===== src/sv/bapr_pkg.sv =====
// ----------------------------------------------------------------------------
// bapr_pkg
// Shared codes and defaults for the bounding-box point register core.
// ----------------------------------------------------------------------------
package bapr_pkg;

  // Default coordinate width: unsigned Q16.8
  localparam int COORD_BITS_DEF = 24;

  // Depth of the job queue between front and back
  localparam int JOB_DEPTH_DEF = 2;

  // Multiplier digit width (bits of the extent taken per cycle)
  localparam int MUL_DIGIT = 16;

  typedef enum logic [1:0] {
    MODE_REF   = 2'd0,
    MODE_TGT   = 2'd1,
    MODE_XFORM = 2'd2,
    MODE_CLEAR = 2'd3
  } mode_t;

endpackage


===== src/sv/bapr_fifo.sv =====
// ----------------------------------------------------------------------------
// bapr_fifo
// Small register queue that decouples the front from the back.
// ----------------------------------------------------------------------------
module bapr_fifo
  import bapr_pkg::*;
#(
  parameter int WIDTH = 8,
  parameter int DEPTH = JOB_DEPTH_DEF
) (
  input  logic             clk,
  input  logic             rst,
  input  logic             wr_en,
  input  logic [WIDTH-1:0] wr_data,
  output logic             full,
  input  logic             rd_en,
  output logic [WIDTH-1:0] rd_data,
  output logic             empty
);

  localparam int PW = (DEPTH > 1) ? $clog2(DEPTH) : 1;
  localparam int CW = $clog2(DEPTH + 1);

  logic [WIDTH-1:0] mem [DEPTH];
  logic [PW-1:0]    wr_ptr;
  logic [PW-1:0]    rd_ptr;
  logic [CW-1:0]    count;
  logic             do_wr;
  logic             do_rd;

  assign full    = (count == CW'(DEPTH));
  assign empty   = (count == '0);
  assign do_wr   = wr_en && !full;
  assign do_rd   = rd_en && !empty;
  assign rd_data = mem[rd_ptr];

  always_ff @(posedge clk) begin
    if (do_wr) begin
      mem[wr_ptr] <= wr_data;
    end
  end

  always_ff @(posedge clk) begin
    if (rst) begin
      wr_ptr <= '0;
      rd_ptr <= '0;
      count  <= '0;
    end else begin
      if (do_wr) begin
        wr_ptr <= (wr_ptr == PW'(DEPTH - 1)) ? '0 : wr_ptr + 1'b1;
      end
      if (do_rd) begin
        rd_ptr <= (rd_ptr == PW'(DEPTH - 1)) ? '0 : rd_ptr + 1'b1;
      end
      if (do_wr && !do_rd) begin
        count <= count + 1'b1;
      end else if (do_rd && !do_wr) begin
        count <= count - 1'b1;
      end
    end
  end

endmodule


===== config.mk =====
export PLATFORM = sky130hd
export DESIGN_NAME = bapr_fifo
export DESIGN_NICKNAME = d
export VERILOG_FILES = /design/src/sv/bapr_pkg.sv /design/src/sv/bapr_fifo.sv
export SDC_FILE = /design/constraint.sdc
export NUM_CORES = 1
export LEC_CHECK = 0
export ABC_AREA = 1
export BUFFER_PORTS_ARGS = -buffer_cell sky130_fd_sc_hd__buf_2
export CORE_MARGIN = 1.5
export CORE_UTILIZATION = 38
export CTS_BUF_LIST = sky130_fd_sc_hd__clkbuf_2 sky130_fd_sc_hd__clkbuf_4 sky130_fd_sc_hd__clkbuf_8
export CTS_CLUSTER_DIAMETER = 200
export CTS_CLUSTER_SIZE = 12
export DETAILED_ROUTE_END_ITERATION = 10
export PLACE_DENSITY = 0.66
export SLEW_MARGIN = 40
export SYNTH_ARGS = -nofsm -noshare
export SYNTH_HDL_FRONTEND = slang
export SYNTH_SLANG_ARGS = --single-unit

===== constraint.sdc =====
create_clock -name clk -period 4 [get_ports clk]
set_input_delay 0.4 -clock clk [delete_from_list [all_inputs] [get_ports clk]]
set_output_delay 0.4 -clock clk [all_outputs]
set_load 0.05 [all_outputs]

==> flow_metrics.tcl <==
set metrics [dict create \
    die_w_um 49.7 \
    tritoncts "done" \
    drt_iter0_drc 6 \
    core.rowCount 16 \
    hold_path.class "input port to flop" \
    cpMaxStageDelayCell "dfxtp_1" \
    yosysSeqAreaShare 0.701 \
    die_area_um2 2470 \
    start_util 0.414 \
    fin_nets 100 \
    ctsResizeCount 0 \
    cpPeakStageDelay_ps 550 \
    io_pins 22 \
    cp_top_family "flip-flops" \
    fmax_ghz 0.550 \
    synth_warnings 0 \
    min_from "wr_data[2]" \
    path_clk_slew_ps 100 \
    cts_inserted_buffers 3 \
    crit_path_max_fanout 8 \
    grt_remaining_overflow 0 \
    yosys_register_bits 21 \
    skew_ps 1.73 \
    tns_ps 0 \
    cts-root-buf "clkbuf_4" \
    hold_violations 0 \
    drcViolationCount 0 \
    globalRouteTotalUtil 0.0999 \
    core_area_um2 2000 \
    place_area_um2 962 \
    final_cell_area_um2 992 \
    portBuffers 21 \
    area_delta_synth_final_pct 19.8 \
    crit_type "flop to primary output" \
    syn-num-nets 75 \
    setup_viol 0 \
    synthCells 62 \
    htreeDepth 1 \
    slew_headroom 0.548 \
    rsz0062_at_grt "no" \
    ff2ff_path_depth 2 \
    antenna_left 0 \
    p_leak_nw 0.409 \
    rrSetupSlack_ps 2480 \
    syn_area_um2 828 \
    cts_setup_buffers 0 \
    via_per_inst 4.28 \
    cp_cell_sequence "mux2_2 -> buf_2" \
    grt_pass1_wl_mm 1.85 \
    tightest_slew_ps 675 \
    drv_cap 0 \
    holdPathStages 1 \
    n_antenna_cell 0 \
    startpoint_type "flop" \
    hold_end "mem[0][2]" \
    hpwlAfterDp_um 873 \
    ctsHoldBuffers 0 \
    fp.dieH_um 49.7 \
    timing.rr.start "count[0]" \
    cts_buffer_depth 2 \
    cts_sinks 21 \
    ir_drop_v 0.000455 \
    critical_path_depth 2 \
    syn_avg_cell_area_um2 13.4 \
    antenna_found_initial 0 \
    n_fill_cell 193 \
    status "complete, no violations" \
    layout_commonest_cell "buf_2" \
    power_per_cell_area_nw_per_um2 694 \
    clk-insertion-delay-late_ps 280 \
    arrival_ps 1420 \
    layout_common_cells "buf_2, edfxtp_1, nor2_1" \
    wl_per_cell_um 10.4 \
    cp.buffers_inverters 1 \
    drive_above_1_share 0.442 \
    final.period_utilization 0.454 \
    end_kind "primary output" \
    slew_viol_final 0 \
    synth_cell_types 16 \
    vias 484 \
    grt_max_degree 12 \
    grt_pass1_vias 440 \
    r2r-end "mem[0][7]" \
    finalWorstPathRequiredPeriod_ps 1820 \
    place_congestion 0.648 \
    required_ps 3600 \
    dr.pass1.iters 4 \
    routed_wl_mm 1.17 \
]
-- cell type report --
class                   instances  area, um^2  share of cell area
clock buffers                   4        30.0              0.0303
inverters                       9        33.8              0.0340
multi-input cells              31         209               0.211
flip-flops and latches         21         581               0.585
well taps                      27        33.8              0.0340
repair buffers                 21         105               0.106
-- flip-flops by register name (all words and copies together) (netlist names), named ones only --
name and cells:
rd_ptr 1, wr_ptr 1, count 2, mem 16
-- worst max path at each step --
| stage | end | slack, ps | startpoint |
|---|---|---|---|
| after CTS | rd_data[5] | 2160 | flop |
| after detailed placement | mem[0][0] | 2490 | count[0] |
| after floorplan | full | 2510 | count[1] |
| after global routing | rd_data[1] | 2080 | flop |
| after global placement | rd_data[3] | 2480 | flop |
| final | rd_data[7] | 2180 | flop |
-- stage by stage --
stage	instances	hold WS, ps	setup slack (ps)	utilization	power [mW]
finish	113	300	2180	0.496	0.688
global route	113	284	2080	0.496	0.725
CTS	113	299	2160	0.496	0.693
detailed placement	109	510	2490	0.481	0.596
global placement	109	495	2480	0.481	0.591
floorplan	62	474	2510	-	0.540
-- report_power, final --
part / internal, mW / leakage (nW) / total, mW / switching [mW]
Sequential: 0.279 / 0.191 / 0.308 / 0.0297
Clock: 0.0454 / 0.0184 / 0.0996 / 0.0542
Combinational: 0.0827 / 0.200 / 0.281 / 0.198
-- layer usage --
metal / wire length (um) / GRT usage / up-vias
li1: - / - / 259
met1: 576 / 0.127 / 208
met2: 529 / 0.167 / 15
met3: 58 / 0.0273 / 2
met4: 7 / 0.0278 / 0
met5: 0 / 0 / -
-- cell families after synthesis --
group | after synthesis | share of synthesized area
flip-flops | 21 | 0.701
AO/OA/AOI/OAI | 6 | 0.0453
AND/OR/NAND/NOR | 16 | 0.0831
multiplexers | 8 | 0.109
buffers and inverters | 10 | 0.0468
adder cells (fa/ha/maj) | 1 | 0.0151
-- cells in the mapped netlist, drive strengths merged --
master  instances  share of area
ha              1          0.015
nand3           1         0.0060
o21ai           5          0.039
nand2           4          0.018
edfxtp         16           0.58
buf             1         0.0060
nor2            9          0.041
mux2            8           0.11
nand4           1         0.0076
and2            1          0.011
a21oi           1         0.0060
dfxtp           5           0.12
inv             9          0.041
(Power assumes the default switching activity.)
