## config.mk

```make
export PLATFORM = sky130hd
export DESIGN_NAME = bapr_back
export DESIGN_NICKNAME = d
export VERILOG_FILES = /design/src/sv/bapr_pkg.sv /design/src/sv/bapr_lane.sv /design/src/sv/bapr_back.sv
export SDC_FILE = /design/constraint.sdc
export NUM_CORES = 2
export LEC_CHECK = 0
export ABC_AREA = 1
export ABC_CLOCK_PERIOD_IN_PS = 6970
export BUFFER_PORTS_ARGS = -buffer_cell sky130_fd_sc_hd__buf_2
export CORE_MARGIN = 10
export CORE_UTILIZATION = 35
export CTS_CLUSTER_SIZE = 8
export DETAILED_ROUTE_END_ITERATION = 8
export SYNTH_ARGS = -nofsm -noshare
export SYNTH_HDL_FRONTEND = slang
export SYNTH_SLANG_ARGS = --single-unit
```

## constraint.sdc

```tcl
create_clock -name clk -period 6.97 [get_ports clk]
set_clock_uncertainty 0.1 [all_clocks]
set_input_delay 1.394 -clock clk [delete_from_list [all_inputs] [get_ports clk]]
set_output_delay 1.394 -clock clk [all_outputs]
set_load 0.05 [all_outputs]
```

## src/sv/bapr_pkg.sv

```systemverilog
// ----------------------------------------------------------------------------
// bapr_pkg
// Shared codes and defaults for the bounding-box point register core.
// ----------------------------------------------------------------------------
package bapr_pkg;

  // Default coordinate width: unsigned Q16.8
  localparam int COORD_BITS_DEF = 24;

  // Depth of the job queue between front and back
  localparam int JOB_DEPTH_DEF = 2;

  // Multiplier digit width (bits of the extent taken per cycle)
  localparam int MUL_DIGIT = 16;

  typedef enum logic [1:0] {
    MODE_REF   = 2'd0,
    MODE_TGT   = 2'd1,
    MODE_XFORM = 2'd2,
    MODE_CLEAR = 2'd3
  } mode_t;

endpackage

```

## src/sv/bapr_lane.sv

```systemverilog
// ----------------------------------------------------------------------------
// bapr_lane
// One axis: digit-serial multiply, radix-2 restoring divide, offset and clamp.
// ----------------------------------------------------------------------------
module bapr_lane
  import bapr_pkg::*;
#(
  parameter int COORD_BITS = COORD_BITS_DEF
) (
  input  logic                  clk,
  input  logic                  rst,
  input  logic                  start,
  input  logic                  degen,
  input  logic                  below,
  input  logic [COORD_BITS-1:0] rl,
  input  logic [COORD_BITS-1:0] text,
  input  logic [COORD_BITS-1:0] rext,
  input  logic [COORD_BITS-1:0] diff,
  output logic                  busy,
  output logic [COORD_BITS-1:0] res
);

  localparam int CB   = COORD_BITS;
  localparam int DIG  = MUL_DIGIT;
  localparam int NDIG = (CB + DIG - 1) / DIG;
  localparam int DW   = NDIG * DIG;
  localparam int AW   = CB + DW;
  localparam int NW   = $clog2(CB + 1);

  typedef enum logic [2:0] {
    L_IDLE,
    L_MUL,
    L_CHK,
    L_DIV,
    L_FIN
  } lane_state_t;

  lane_state_t    state;
  logic           degen_r;
  logic           below_r;
  logic [CB-1:0]  rl_r;
  logic [CB-1:0]  text_r;
  logic [DW-1:0]  rext_sh;
  logic [CB-1:0]  diff_r;
  logic [AW-1:0]  acc;
  logic [CB-1:0]  rem;
  logic [CB-1:0]  dvd;
  logic [CB-1:0]  quo;
  logic [NW-1:0]  cnt;
  logic [CB+DIG-1:0] part;
  logic [CB:0]    trial;
  logic           fits;
  logic [CB:0]    sum;

  assign busy  = (state != L_IDLE);
  assign part  = (CB+DIG)'(diff_r) * (CB+DIG)'(rext_sh[DW-1 -: DIG]);
  assign trial = {rem, dvd[CB-1]};
  assign fits  = (trial >= {1'b0, text_r});
  assign sum   = {1'b0, quo} + {1'b0, rl_r};

  always_ff @(posedge clk) begin
    if (rst) begin
      state <= L_IDLE;
    end else begin
      unique case (state)
        L_IDLE: begin
          if (start) begin
            degen_r <= degen;
            below_r <= below;
            rl_r    <= rl;
            text_r  <= text;
            rext_sh <= DW'(rext);
            diff_r  <= diff;
            acc     <= '0;
            cnt     <= NW'(NDIG - 1);
            state   <= degen ? L_FIN : L_MUL;
          end
        end
        L_MUL: begin
          // take the extent top digit first
          acc     <= (acc << DIG) + AW'(part);
          rext_sh <= rext_sh << DIG;
          cnt     <= cnt - 1'b1;
          if (cnt == '0) state <= L_CHK;
        end
        L_CHK: begin
          // a high half not below the divisor means the quotient overflows
          if (acc[2*CB-1:CB] >= text_r) begin
            quo   <= '1;
            state <= L_FIN;
          end else begin
            rem   <= acc[2*CB-1:CB];
            dvd   <= acc[CB-1:0];
            quo   <= '0;
            cnt   <= NW'(CB - 1);
            state <= L_DIV;
          end
        end
        L_DIV: begin
          rem <= fits ? CB'(trial - {1'b0, text_r}) : trial[CB-1:0];
          quo <= {quo[CB-2:0], fits};
          dvd <= dvd << 1;
          cnt <= cnt - 1'b1;
          if (cnt == '0) state <= L_FIN;
        end
        L_FIN: begin
          if (degen_r) begin
            res <= rl_r;
          end else if (below_r) begin
            res <= (quo >= rl_r) ? '0 : (rl_r - quo);
          end else begin
            res <= sum[CB] ? '1 : sum[CB-1:0];
          end
          state <= L_IDLE;
        end
        default: state <= L_IDLE;
      endcase
    end
  end

endmodule

```

## src/sv/bapr_back.sv

```systemverilog
// ----------------------------------------------------------------------------
// bapr_back
// Pulls jobs from the queue, runs the three axis lanes, holds the result.
// ----------------------------------------------------------------------------
module bapr_back
  import bapr_pkg::*;
#(
  parameter int COORD_BITS = COORD_BITS_DEF
) (
  input  logic                          clk,
  input  logic                          rst,
  input  logic                          job_empty,
  input  logic [3*(4*COORD_BITS+2)-1:0] job_data,
  output logic                          job_pop,
  input  logic                          pop,
  output logic                          empty,
  output logic [COORD_BITS-1:0]         x_mapped,
  output logic [COORD_BITS-1:0]         y_mapped,
  output logic [COORD_BITS-1:0]         z_mapped,
  output logic [2:0]                    degenerate_axes
);

  localparam int CB = COORD_BITS;

  typedef struct packed {
    logic          degen;
    logic          below;
    logic [CB-1:0] rl;
    logic [CB-1:0] text;
    logic [CB-1:0] rext;
    logic [CB-1:0] diff;
  } axis_job_t;

  typedef enum logic {
    B_IDLE,
    B_RUN
  } back_state_t;

  back_state_t     state;
  axis_job_t [2:0] job;
  logic [2:0]      lane_busy;
  logic [CB-1:0]   lane_res [3];
  logic [2:0]      degen_r;
  logic            out_valid;
  logic            out_free;
  logic            out_load;

  assign job      = job_data;
  assign job_pop  = (state == B_IDLE) && !job_empty;
  assign empty    = !out_valid;
  assign out_free = !out_valid || pop;
  assign out_load = (state == B_RUN) && (lane_busy == '0) && out_free;

  for (genvar a = 0; a < 3; a++) begin : g_lane
    bapr_lane #(
      .COORD_BITS(COORD_BITS)
    ) u_lane (
      .clk   (clk),
      .rst   (rst),
      .start (job_pop),
      .degen (job[a].degen),
      .below (job[a].below),
      .rl    (job[a].rl),
      .text  (job[a].text),
      .rext  (job[a].rext),
      .diff  (job[a].diff),
      .busy  (lane_busy[a]),
      .res   (lane_res[a])
    );
  end

  always_ff @(posedge clk) begin
    if (rst) begin
      state     <= B_IDLE;
      out_valid <= 1'b0;
    end else begin
      if (out_load) begin
        out_valid <= 1'b1;
      end else if (pop && out_valid) begin
        out_valid <= 1'b0;
      end
      unique case (state)
        B_IDLE: begin
          if (job_pop) begin
            degen_r <= {job[2].degen, job[1].degen, job[0].degen};
            state   <= B_RUN;
          end
        end
        B_RUN: begin
          // hold the lane results until the output register frees up
          if (out_load) begin
            x_mapped        <= lane_res[0];
            y_mapped        <= lane_res[1];
            z_mapped        <= lane_res[2];
            degenerate_axes <= degen_r;
            state           <= B_IDLE;
          end
        end
        default: state <= B_IDLE;
      endcase
    end
  end

endmodule

```

==> out/qor.yml <==
routed_via_density: 4.75
ys_seq_area_share_pct: 27.4
synth_top_family_by_area: "adder cells"
synthAdderAreaFrac_pct: 30.5
crit_required_ps: 7460
ant_nets: 0
core-area_mm2: 0.265
drc: 0
critical_path_class: "reg -> reg"
ys.warnings.count: 0
path_max_fanout: 14
synth.mux.area_fraction_pct: 0
maxSlewHeadroom_pct: 28.1
hold_ws_ps: 285
globalRouteTotalUtil_pct: 19.7
ys.flop_type: "edfxtp_1"
ys_ff_latch: 854
wl_um: 285000
cp-end-kind: "flop"
synthArstFlopShare_pct: 0
fp.dieArea_mm2: 0.288
worstMarginPinSlew_ps: 1080
start_kind: "flop"
port_buffers: 374
synth_top_cell_area_share_pct: 27.1
clkSinkCount: 854
grt_max_degree: 81
vias: 75500
grt_pass1_vias: 76900
antenna_found_initial: 27
overflow: 0
drv_slew: 0
post-cts-setup-buffers: 0
cts_tree: "yes"
yosys.area_share.xor_xnor_pct: 0.807
fin_crit_ps: 6650
path_cells: "buf_4, nand2_1, fa_1, fa_1, fa_1, inv_1, fa_1, fa_1, inv_1, fa_1, inv_1, ha_1, nand2_1, nor2_1, inv_1, o21ai_0, nand2_1, nand2_1, nor2_1, nor2_1"
status: "finished, final reports clean"
fmax_ghz: 0.150
clockBufferDepth: 4
die_h_um: 536
rsz0062_at_grt: "no"
synth_compound_area_share_pct: 6.32
dp_hpwl_um: 232000
cts-root-buf: "clkbuf_16"
min_period_over_period_pct: 95.4
drtPass1Iterations: 8
slowest_stage: "edfxtp_1"
fin_cells: 15900
avgSynthCellArea_um2: 7.75
hold_buffers: 0
netlist_top_cells_area: "edfxtp_1 27%, fa_1 21%, nand2_1 14%, inv_1 12%, ha_1 9.1%"
gp_congestion: 0.956
cp_common_cell: "fa_1"
avgRoutedWirePerCell_um: 18.0
syn_inst: 12000
synth_area_mm2: 0.0933
yosys.area_share.simple_pct: 21.2
first_iter_violations: 5660
crit_arrival_ps: 7140
synth_top_cell_by_area: "edfxtp_1"
synth_nets: 14000
dieWidth_um: 536
clkTransAtPathRegs_ps: 50
row_count: 189
start_util_pct: 35.2
insertion_delay_ps: 830
drive_gt1_share_pct: 6.19
finalSetupViolCount: 0
synth_cell_type_count: 44
grt_pass1_wl_um: 448000
area_growth_pct: 10.6
cpPeakStageDelay_ps: 770
cap_violations: 0
hold_viol: 0
synth-edff-count: 843
dp.cells: 15700
cts_repair_resize_count: 0
min_path_type: "reg -> reg"
fin_nets: 14300
pin_count: 375
cts_buffers: 137
cts_max_level: 4
[registers in the layout, indices dropped and copies added, names as in the netlist, 9 cells and up]
name	flops
g_lane.u_lane.acc	144
z_mapped	24
x_mapped	24
g_lane.u_lane.quo	72
y_mapped	24
g_lane.u_lane.rl_r	72
g_lane.u_lane.text_r	72
g_lane.u_lane.res	72
g_lane.u_lane.cnt	15
g_lane.u_lane.dvd	72
g_lane.u_lane.rem	72
g_lane.u_lane.diff_r	72
g_lane.u_lane.state	9
g_lane.u_lane.rext_sh	96
[layout make-up]
cell class,instances,area [um^2]
diodes,17,42.5
clock buffers,172,3630
clock inverters,25,297
fillers,27500,162000
inverters,2986,11200
multi-input cells,7797,55100
flip-flops and latches,854,25500
well taps,3533,4420
repair buffers,499,2960
[stage by stage]
stage	setup TNS (ps)	setup slack (ps)	utilization, %	instance area [um^2]
after detailed placement	0	280	37.4	99100
after floorplan	-66280	-276	-	93300
after CTS	0	274	38.8	103000
after global routing	0	30.1	38.9	103000
after global placement	0	358	37.4	99100
final	0	320	38.9	103000
[logic make-up after synthesis]
| group | Yosys count |
|---|---|
| compound gates | 1109 |
| simple gates | 4925 |
| xor+xnor | 86 |
| fa+ha+maj | 1677 |
| buf+inv | 3387 |
| flops | 854 |
[Yosys cell counts, drive strengths merged, types with 10 or more instances]
cell / n
o22ai: 12
nand3: 414
nor3: 86
xnor2: 36
nand4: 139
clkbuf: 334
o21a: 23
o21ai: 432
inv: 2983
a31oi: 21
a21o: 19
fa: 999
edfxtp: 843
o21bai: 45
or2: 39
xor2: 50
nand3b: 13
nand2: 3396
a21oi: 547
ha: 678
nor4: 10
nor2: 813
buf: 67
dfxtp: 11
[routing by layer]
layer	vias up	track usage [%]	wire length (um)
met5	-	0	60
met4	10	5.15	7900
met3	355	2.66	16200
met2	2057	33.1	133000
met1	36100	26.6	128000
li1	36900	-	-
[critical path: cells and delay by family (launching register included)]
kind                       cells  cell delay, ps
AOI/OAI and AO/OA              1             640
buffers and inverters          5             560
adders and majority gates      7            3400
DFF                            1             770
and+or+nand+nor                7             990
[layout by cell type, fill, tap and decap left out, types with 50 or more instances in the layout]
cell and n:
clkbuf_16 140, o21ai_0 423, fa_1 999, buf_4 113, inv_1 2976, nor3_1 80
nand3_1 402, buf_2 374, edfxtp_1 843, xor2_1 50, ha_1 678, nand2_1 3390
nor2_1 796, a21oi_1 538, nand4_1 139
[final timing paths]
path	from	end	slack [ps]	depth (start not counted)
setup reg to reg	g_lane[2].u_lane.rext_sh[17]	g_lane[2].u_lane.acc[22]	320	20
hold / removal	degen_r[1]	degenerate_axes[1]	280	0
hold reg to reg	degen_r[1]	degenerate_axes[1]	280	0
setup / recovery	g_lane[2].u_lane.rext_sh[17]	g_lane[2].u_lane.acc[22]	320	20
Power is not shown: default switching activity piles up to over one toggle a cycle in this logic, so the estimate is an artifact.
