===== src/sv/bapr_pkg.sv =====
// ----------------------------------------------------------------------------
// bapr_pkg
// Shared codes and defaults for the bounding-box point register core.
// ----------------------------------------------------------------------------
package bapr_pkg;

  // Default coordinate width: unsigned Q16.8
  localparam int COORD_BITS_DEF = 24;

  // Depth of the job queue between front and back
  localparam int JOB_DEPTH_DEF = 2;

  // Multiplier digit width (bits of the extent taken per cycle)
  localparam int MUL_DIGIT = 16;

  typedef enum logic [1:0] {
    MODE_REF   = 2'd0,
    MODE_TGT   = 2'd1,
    MODE_XFORM = 2'd2,
    MODE_CLEAR = 2'd3
  } mode_t;

endpackage


===== src/sv/bapr_front.sv =====
// ----------------------------------------------------------------------------
// bapr_front
// Holds both boxes, takes requests and turns transform requests into jobs.
// ----------------------------------------------------------------------------
module bapr_front
  import bapr_pkg::*;
#(
  parameter int COORD_BITS = COORD_BITS_DEF
) (
  input  logic                      clk,
  input  logic                      rst,
  input  logic                      accept,
  input  logic [1:0]                mode,
  input  logic [COORD_BITS-1:0]     x_coord,
  input  logic [COORD_BITS-1:0]     y_coord,
  input  logic [COORD_BITS-1:0]     z_coord,
  output logic                      job_push,
  output logic [3*(4*COORD_BITS+2)-1:0] job_data
);

  localparam int CB = COORD_BITS;

  typedef struct packed {
    logic          degen;
    logic          below;
    logic [CB-1:0] rl;
    logic [CB-1:0] text;
    logic [CB-1:0] rext;
    logic [CB-1:0] diff;
  } axis_job_t;

  mode_t         mode_in;
  logic [CB-1:0] pt        [3];
  logic [CB-1:0] tgt_low   [3];
  logic [CB-1:0] tgt_high  [3];
  logic [CB-1:0] ref_low   [3];
  logic [CB-1:0] ref_high  [3];
  axis_job_t [2:0] job;

  assign mode_in  = mode_t'(mode);
  assign pt[0]    = x_coord;
  assign pt[1]    = y_coord;
  assign pt[2]    = z_coord;
  assign job_push = accept && (mode_in == MODE_XFORM);
  assign job_data = job;

  always_comb begin
    for (int a = 0; a < 3; a++) begin
      job[a].degen = (tgt_high[a] <= tgt_low[a]);
      job[a].below = (pt[a] < tgt_low[a]);
      job[a].rl    = ref_low[a];
      job[a].text  = tgt_high[a] - tgt_low[a];
      job[a].rext  = (ref_high[a] >= ref_low[a]) ? (ref_high[a] - ref_low[a]) : '0;
      job[a].diff  = job[a].below ? (tgt_low[a] - pt[a]) : (pt[a] - tgt_low[a]);
    end
  end

  always_ff @(posedge clk) begin
    if (rst) begin
      for (int a = 0; a < 3; a++) begin
        tgt_low[a]  <= '1;
        tgt_high[a] <= '0;
        ref_low[a]  <= '1;
        ref_high[a] <= '0;
      end
    end else if (accept) begin
      unique case (mode_in)
        MODE_CLEAR: begin
          for (int a = 0; a < 3; a++) begin
            tgt_low[a]  <= '1;
            tgt_high[a] <= '0;
            ref_low[a]  <= '1;
            ref_high[a] <= '0;
          end
        end
        MODE_REF: begin
          for (int a = 0; a < 3; a++) begin
            if (pt[a] < ref_low[a])  ref_low[a]  <= pt[a];
            if (pt[a] > ref_high[a]) ref_high[a] <= pt[a];
          end
        end
        MODE_TGT: begin
          for (int a = 0; a < 3; a++) begin
            if (pt[a] < tgt_low[a])  tgt_low[a]  <= pt[a];
            if (pt[a] > tgt_high[a]) tgt_high[a] <= pt[a];
          end
        end
        default: begin
          // transform requests leave the boxes alone
        end
      endcase
    end
  end

endmodule


===== config.mk =====
export PLATFORM = sky130hd
export DESIGN_NAME = bapr_front
export DESIGN_NICKNAME = d
export VERILOG_FILES = /design/src/sv/bapr_pkg.sv /design/src/sv/bapr_front.sv
export SDC_FILE = /design/constraint.sdc
export NUM_CORES = 1
export LEC_CHECK = 0
export BUFFER_PORTS_ARGS = -buffer_cell sky130_fd_sc_hd__clkbuf_2
export CORE_ASPECT_RATIO = 1.2
export CORE_MARGIN = 5
export CORE_UTILIZATION = 55
export CTS_BUF_LIST = sky130_fd_sc_hd__clkbuf_2 sky130_fd_sc_hd__clkbuf_4 sky130_fd_sc_hd__clkbuf_8
export DETAILED_ROUTE_END_ITERATION = 10
export PLACE_DENSITY = 0.76
export SETUP_SLACK_MARGIN = 0.5
export SLEW_MARGIN = 30
export SYNTH_ARGS = -nofsm -noshare
export SYNTH_HDL_FRONTEND = slang
export SYNTH_SLANG_ARGS = --single-unit

===== constraint.sdc =====
create_clock -name clk -period 8.1 [get_ports clk]
set_input_delay 1.62 -clock clk [delete_from_list [all_inputs] [get_ports clk]]
set_output_delay 1.62 -clock clk [all_outputs]
set_load 0.005 [all_outputs]

==> out/metrics.yaml, run 1 <==
clock_path_buffers: 3
reg2reg_depth: 13
wl_met2_um: 45500
drtIter0Drc: 2237
critical_path_arrival_ps: 5630
clock_skew_ps: 33.9
via_per_inst: 6.08
layout-drive-gt1-share: 0.164
die-area_sq_mm: 0.0588
syn_area_sq_mm: 0.0297
end_kind: "output port"
regArea_sq_mm: 0.00865
grt_pass1_vias: 26697
grt_pass1_wl_um: 146000
reg2reg_slack_ps: 3540
crit_type: "in -> out"
p_sw_uw: 1610
met1_length_um: 39000
floorplan.initialDensity: 0.554
grt_max_degree: 72
drc: 0
hold_viol_final: 0
hold_buffers: 0
final_period_minus_worst_setup_slack_ps: 7250
fp.dieH_um: 265
rsz0062_at_grt: "false"
endpoint: "job_data[120]"
status: "complete, no violations"
crit_required_ps: 6480
synth_fp_nets: 3962
synth_edf_count: 288
synth.avg_cell_area_sq_um: 8.81
cts_tree: "done"
die_w_um: 222
wl_per_cell_um: 21.4
overflow: 0
first_pass_iters: 7
ios: 372
fin_tns_setup_ps: 0
drv_slew: 0
ant_nets: 0
swShare: 0.337
fillers: 4720
post_cts_buffers: 0
startpoint_type: "input port"
postLayoutCellArea_sq_mm: 0.0335
cts_buffers: 51
dr_wl_met3_um: 6800
period_share: 0.895
portBuffers: 371
peakVddDrop_v: 0.000214
dpl.hpwl_um: 76500
setup_violations: 0
ys_ff_latch: 288
cts-root-buf: "clkbuf_8"
synthFlopType: "edfxtp_1"
antenna_found_initial: 3
gp_congestion: 0.972
placed_cell_area_sq_mm: 0.0323
topRoutingLayerUsed: "met5"
h-tree-depth: 2
max_freq_mhz: 138
clock_latency_ps: 660
cell_internal_pwr_uw: 3170
vias: 27139
pwr-share-clk: 0.323
fin_nets: 4294
routed_wl_um: 95500
grt_usage: 0.309
drv_cap: 0
multi_input_area_sq_mm: 0.0191
fp-row-count: 93
synth_cell_type_count: 78
worstMarginPinSlew_ps: 951
r2r_end: "tgt_high[0][23]$_SDFFCE_PN0P_"
pwr-share-comb: 0.299
area_growth_pct: 12.6
yosysSeqAreaShare: 0.291
slew_headroom: 0.366
core_sq_mm: 0.0536
yosys_warnings: 0
synthArstFlopShare: 0
p_leak_uw: 0.0167
critPathLaunch: "y_coord[0]"
cts_resized: 0
p_per_area_mw_per_mm2: 143
r2r_start: "tgt_high[0][25]$_SDFFCE_PN0P_"
pwr-share-seq: 0.377
syn-instance-count: 3375
critPathMaxFanout: 15
clk_pin_slew_worst_paths_ps: 70
hp-class: "in -> reg"
clock_sink_count: 288
==> through the flow <==
stage,power [uW],utilization,instances,hold slack [ps],worst slack [ps]
after floorplan,2710,-,3375,1030,1930
after global placement,3220,0.602,4365,1310,906
after detailed placement,3240,0.603,4366,1330,848
after CTS,4780,0.624,4459,1240,845
after global routing,5010,0.624,4461,1270,574
final,4780,0.624,4461,1280,853
==> power by group through the flow <==
stage,clock [uW],sequential [uW],combinational [uW]
global route,1620,1810,1580
finish,1550,1800,1430
global placement,0,1830,1390
detailed placement,0,1830,1410
floorplan,0,1810,909
CTS,1560,1800,1420
==> per-layer routing <==
layer / GRT usage / vias to the layer above
met5: 0 / -
met4: 0.122 / 2
met3: 0.0490 / 219
met2: 0.532 / 1129
met1: 0.391 / 12932
li1: - / 12857
==> worst max-delay path, stage by stage <==
cell,delay (ps)
clkbuf_2,120
inv_1,120
ha_1,260
fa_1,400
nor2b_1,200
o31ai_1,160
a2111oi_0,740
o31a_1,260
inv_2,150
mux2_2,300
a31oi_1,160
o22a_1,260
o211ai_1,140
and3_1,200
a311oi_1,350
clkbuf_2,180
==> synth_stat cells (32+ instances only) <==
master	n	area (sq um)
o21bai_1	32	240
nand4_1	67	419
a21oi_1	249	1250
edfxtp_1	288	8650
clkbuf_1	89	334
a31oi_1	169	1060
nand3_1	42	210
ha_1	498	6230
inv_1	437	1640
o21ai_0	145	726
nand2b_1	51	319
xor2_1	68	596
nor2_1	184	691
nor3_1	47	235
or2_2	84	526
a21o_1	188	1410
xnor2_1	108	946
nor2b_1	61	382
nand2_1	186	698
==> how the worst min path moves through the flow <==
stage	start	endpoint	slack (ps)	depth (start not counted)
detailed placement	tgt_high[0][71]$_SDFFCE_PN0P_	tgt_high[0][70]$_SDFFCE_PN0P_	1330	5
finish	x_coord[0]	ref_low[0][0]$_SDFFCE_PP1P_	1280	2
global route	z_coord[0]	ref_low[0][48]$_SDFFCE_PP1P_	1270	2
global placement	tgt_high[0][71]$_SDFFCE_PN0P_	tgt_high[0][70]$_SDFFCE_PN0P_	1310	5
CTS	z_coord[0]	ref_low[0][48]$_SDFFCE_PP1P_	1240	2
floorplan	tgt_high[0][23]$_SDFFCE_PN0P_	tgt_high[0][23]$_SDFFCE_PN0P_	1030	5
==> sequential cells by signal (all words and copies together), names as in the netlist <==
register,cells
tgt_high,72
ref_high,72
tgt_low,72
ref_low,72
==> placed cells by master (no fill, tap or decap), drive strengths merged, types with 19 or more instances in the layout <==
cell and n:
nor2 184, o21a 28, edfxtp 288, mux2i 29, clkbuf 430, nand2 186
nand2b 51, nand3 42, a21o 188, ha 498, xor2 68, a21oi 250
clkinv 23, buf 23, a221oi 19, a211oi 29, o211ai 24, inv 440
and3 28, xnor2 108, nor2b 61, o21bai 32, or2 84, nand4 67
o21ai 150, and2 20, a31oi 170, nor3 47
==> kinds of logic after synthesis <==
group / Yosys count / synth area share
adders and majority gates: 510 / 0.218
DFF: 288 / 0.291
and+or+nand+nor: 817 / 0.139
buffers and inverters: 554 / 0.0713
muxes: 39 / 0.0137
xor gates and xnor gates: 176 / 0.0519
AOI/OAI and AO/OA: 991 / 0.215
==> final cells by class <==
cell class,count,area share
antenna,2,0.000150
clock buffer,59,0.0228
clock inverter,34,0.0103
inverter,439,0.0492
multi-input combinational,2533,0.571
sequential,288,0.258
tap,712,0.0266
timing repair buffer,394,0.0612
No activity file was read; power rests on OpenSTA's default activity.
==> run 2: changes to the inputs <==
==> constraint.sdc (replaced) <==
create_clock -name clk -period 8.1 [get_ports clk]
set_input_delay 0 -clock clk [delete_from_list [all_inputs] [get_ports clk]]
set_output_delay 0 -clock clk [all_outputs]
set_load 0.005 [all_outputs]
==> run 2 against run 1 <==
Compared with the run above: register-to-register slack gained 110 ps; worst setup slack gained 2300 ps; utilization grew 1.2 points; cell count grew 1.5%; global-route usage is essentially flat; first-iteration DRC count grew 5.2%; clock power is essentially flat; combinational power grew 3%; worst hold slack lost 1100 ps; sequential cell count is the same; routed wire length grew 0.30%; largest power group unchanged; critical path depth shrank 2.
==> out/metrics.yaml, run 2 (synthesis results as in run 1) <==
dpl.hpwl_um: 75200  # -1.7%
grt_pass1_vias: 26987  # +1.1%
h-tree-depth: 2  # unchanged
r2r_start: "tgt_low[0][19]$_SDFFCE_PP1P_"
drv_slew: 0  # unchanged
p_leak_uw: 0.0170  # +1.7%
clk_pin_slew_worst_paths_ps: 60  # about the same
vias: 27285  # +0.54%
setup_violations: 0  # unchanged
first_pass_iters: 5  # -2
cts_tree: "done"
pwr-share-clk: 0.318  # -0.005
die_w_um: 222  # unchanged
hold_buffers: 72  # +72
wl_per_cell_um: 21.2  # -1.2%
final_common_cell: "ha_1"
worst_slack_ps: 3170  # +2320 ps
cts-root-buf: "clkbuf_8"
via_per_inst: 6.03  # -0.95%
core_sq_mm: 0.0536  # unchanged
pwr-share-comb: 0.306  # +0.007
drtIter0Drc: 2353  # +5.2%
crit_type: "reg -> out"
end_kind: "output port"
portBuffers: 371  # unchanged
drv_cap: 0  # unchanged
clock_skew_ps: 24.4  # -9.57 ps
clock_sink_count: 288  # unchanged
grt_pass1_wl_um: 147000  # +0.32%
area_growth_pct: 14.8
layout-drive-gt1-share: 0.161  # -0.00309
overflow: 0  # unchanged
ios: 372  # unchanged
final_cell_mix: "ha_1, inv_1, clkbuf_2"
antenna_found_initial: 2  # -1
floorplan.initialDensity: 0.554  # unchanged
fin_tns_setup_ps: 0  # unchanged
post_cts_buffers: 0  # unchanged
status: "complete, no violations"
clock_path_buffers: 3  # unchanged
routed_wl_um: 95800  # +0.30%
max_freq_mhz: 203  # +47%
worstMarginPinSlew_ps: 932  # -18.6 ps
startpoint_type: "flop"
fp.dieH_um: 265  # unchanged
hp-class: "in -> reg"
grt_usage: 0.309  # about the same
swShare: 0.335  # -0.00217
cts_buffers: 52  # +2.0%
gp_congestion: 0.963  # -0.98%
pwr-share-seq: 0.375  # -0.002
grt_max_degree: 73  # +1.4%
pre_cts_ws_ps: 3730  # +2880 ps
slew_headroom: 0.379  # +0.0124
drc: 0  # unchanged
critical_path_arrival_ps: 4930  # -700 ps
critPathMaxFanout: 24  # +9
period_share: 0.608  # -0.286
die-area_sq_mm: 0.0588  # unchanged
crit_required_ps: 8100  # +1620 ps
p_sw_uw: 1610  # -0.23%
final_period_minus_worst_setup_slack_ps: 4930  # -2320 ps
critPathLaunch: "tgt_low[0][0]$_SDFFCE_PP1P_"
p_per_area_mw_per_mm2: 141  # -1.5%
fin_nets: 4364  # +1.6%
peakVddDrop_v: 0.000132  # -38%
hp-start: "x_coord[0]"
fp-row-count: 93  # unchanged
ant_nets: 0  # unchanged
rsz0062_at_grt: "false"
hold_viol_final: 0  # unchanged
cell_internal_pwr_uw: 3190  # +0.75%
cts_resized: 0  # unchanged
clock_latency_ps: 650  # about the same
## run 2: changes by cell type in the layout (fill, tap and decap cells not counted), sizes merged
cell / previous run / this run
diode: 2 / 3
bufinv: 7 / 6
clkinv: 23 / 15
buf: 23 / 20
clkbuf: 430 / 438
clkinvlp: 3 / 1
dlygate4sd3: 0 / 72
## run 2: metrics by stage
step / std cells / cell area, sq um / hold slack [ps] / power (uW) / utilization
floorplan: 3375 / 29700 / 31.1 / 2710 / -
global placement: 4363 / 32300 / 290 / 3230 / 0.602
detailed placement: 4363 / 32300 / 314 / 3250 / 0.602
CTS: 4525 / 34100 / 174 / 4800 / 0.636
global route: 4527 / 34100 / 218 / 5030 / 0.636
finish: 4528 / 34100 / 213 / 4800 / 0.636
## run 2: area by class of cell
cell class,instances,area (sq um)
Fill cell,4665,19500
Antenna cell,3,7.51
Inverter,439,1650
Sequential cell,288,8650
Clock buffer,67,828
Multi-Input combinational cell,2533,19100
Tap cell,712,891
Timing Repair Buffer,463,2730
Clock inverter,23,262
## run 2: worst paths after layout
| path | to | slack, ps | depth (start not counted) |
|---|---|---|---|
| worst min-delay path | ref_low[0][0]$_SDFFCE_PP1P_ | 210 | 3 |
| worst min register to register | ref_low[0][47]$_SDFFCE_PP1P_ | 1320 | 4 |
| worst max-delay path | job_data[20] | 3170 | 14 |
| worst max register to register | tgt_low[0][44]$_SDFFCE_PP1P_ | 3650 | 11 |
## run 2: power by group through the flow
stage | registers, uW | logic [uW] | clock network [uW]
floorplan | 1810 | 909 | 0
global placement | 1830 | 1410 | 0
detailed placement | 1830 | 1420 | 0
CTS | 1800 | 1460 | 1540
global route | 1810 | 1620 | 1610
finish | 1800 | 1470 | 1530
## run 2: per-layer routing
layer | GRT usage | wire (um) | vias up
met3 | 0.0472 | 6720 | 240
met1 | 0.393 | 39500 | 12877
met5 | 0 | 0 | -
met4 | 0.135 | 4590 | 0
met2 | 0.525 | 44900 | 1167
li1 | - | - | 13001
## run 2: worst max-delay path: stages, from the launching register on
cell	delay, ps
edfxtp_1	440
ha_1	250
fa_1	400
nand2b_1	180
a21oi_1	220
o22ai_1	150
o21ai_1	360
a311oi_2	220
nor2_4	540
buf_4	380
mux2i_1	280
o211ai_1	220
a221oi_2	320
xnor2_1	170
clkbuf_2	140
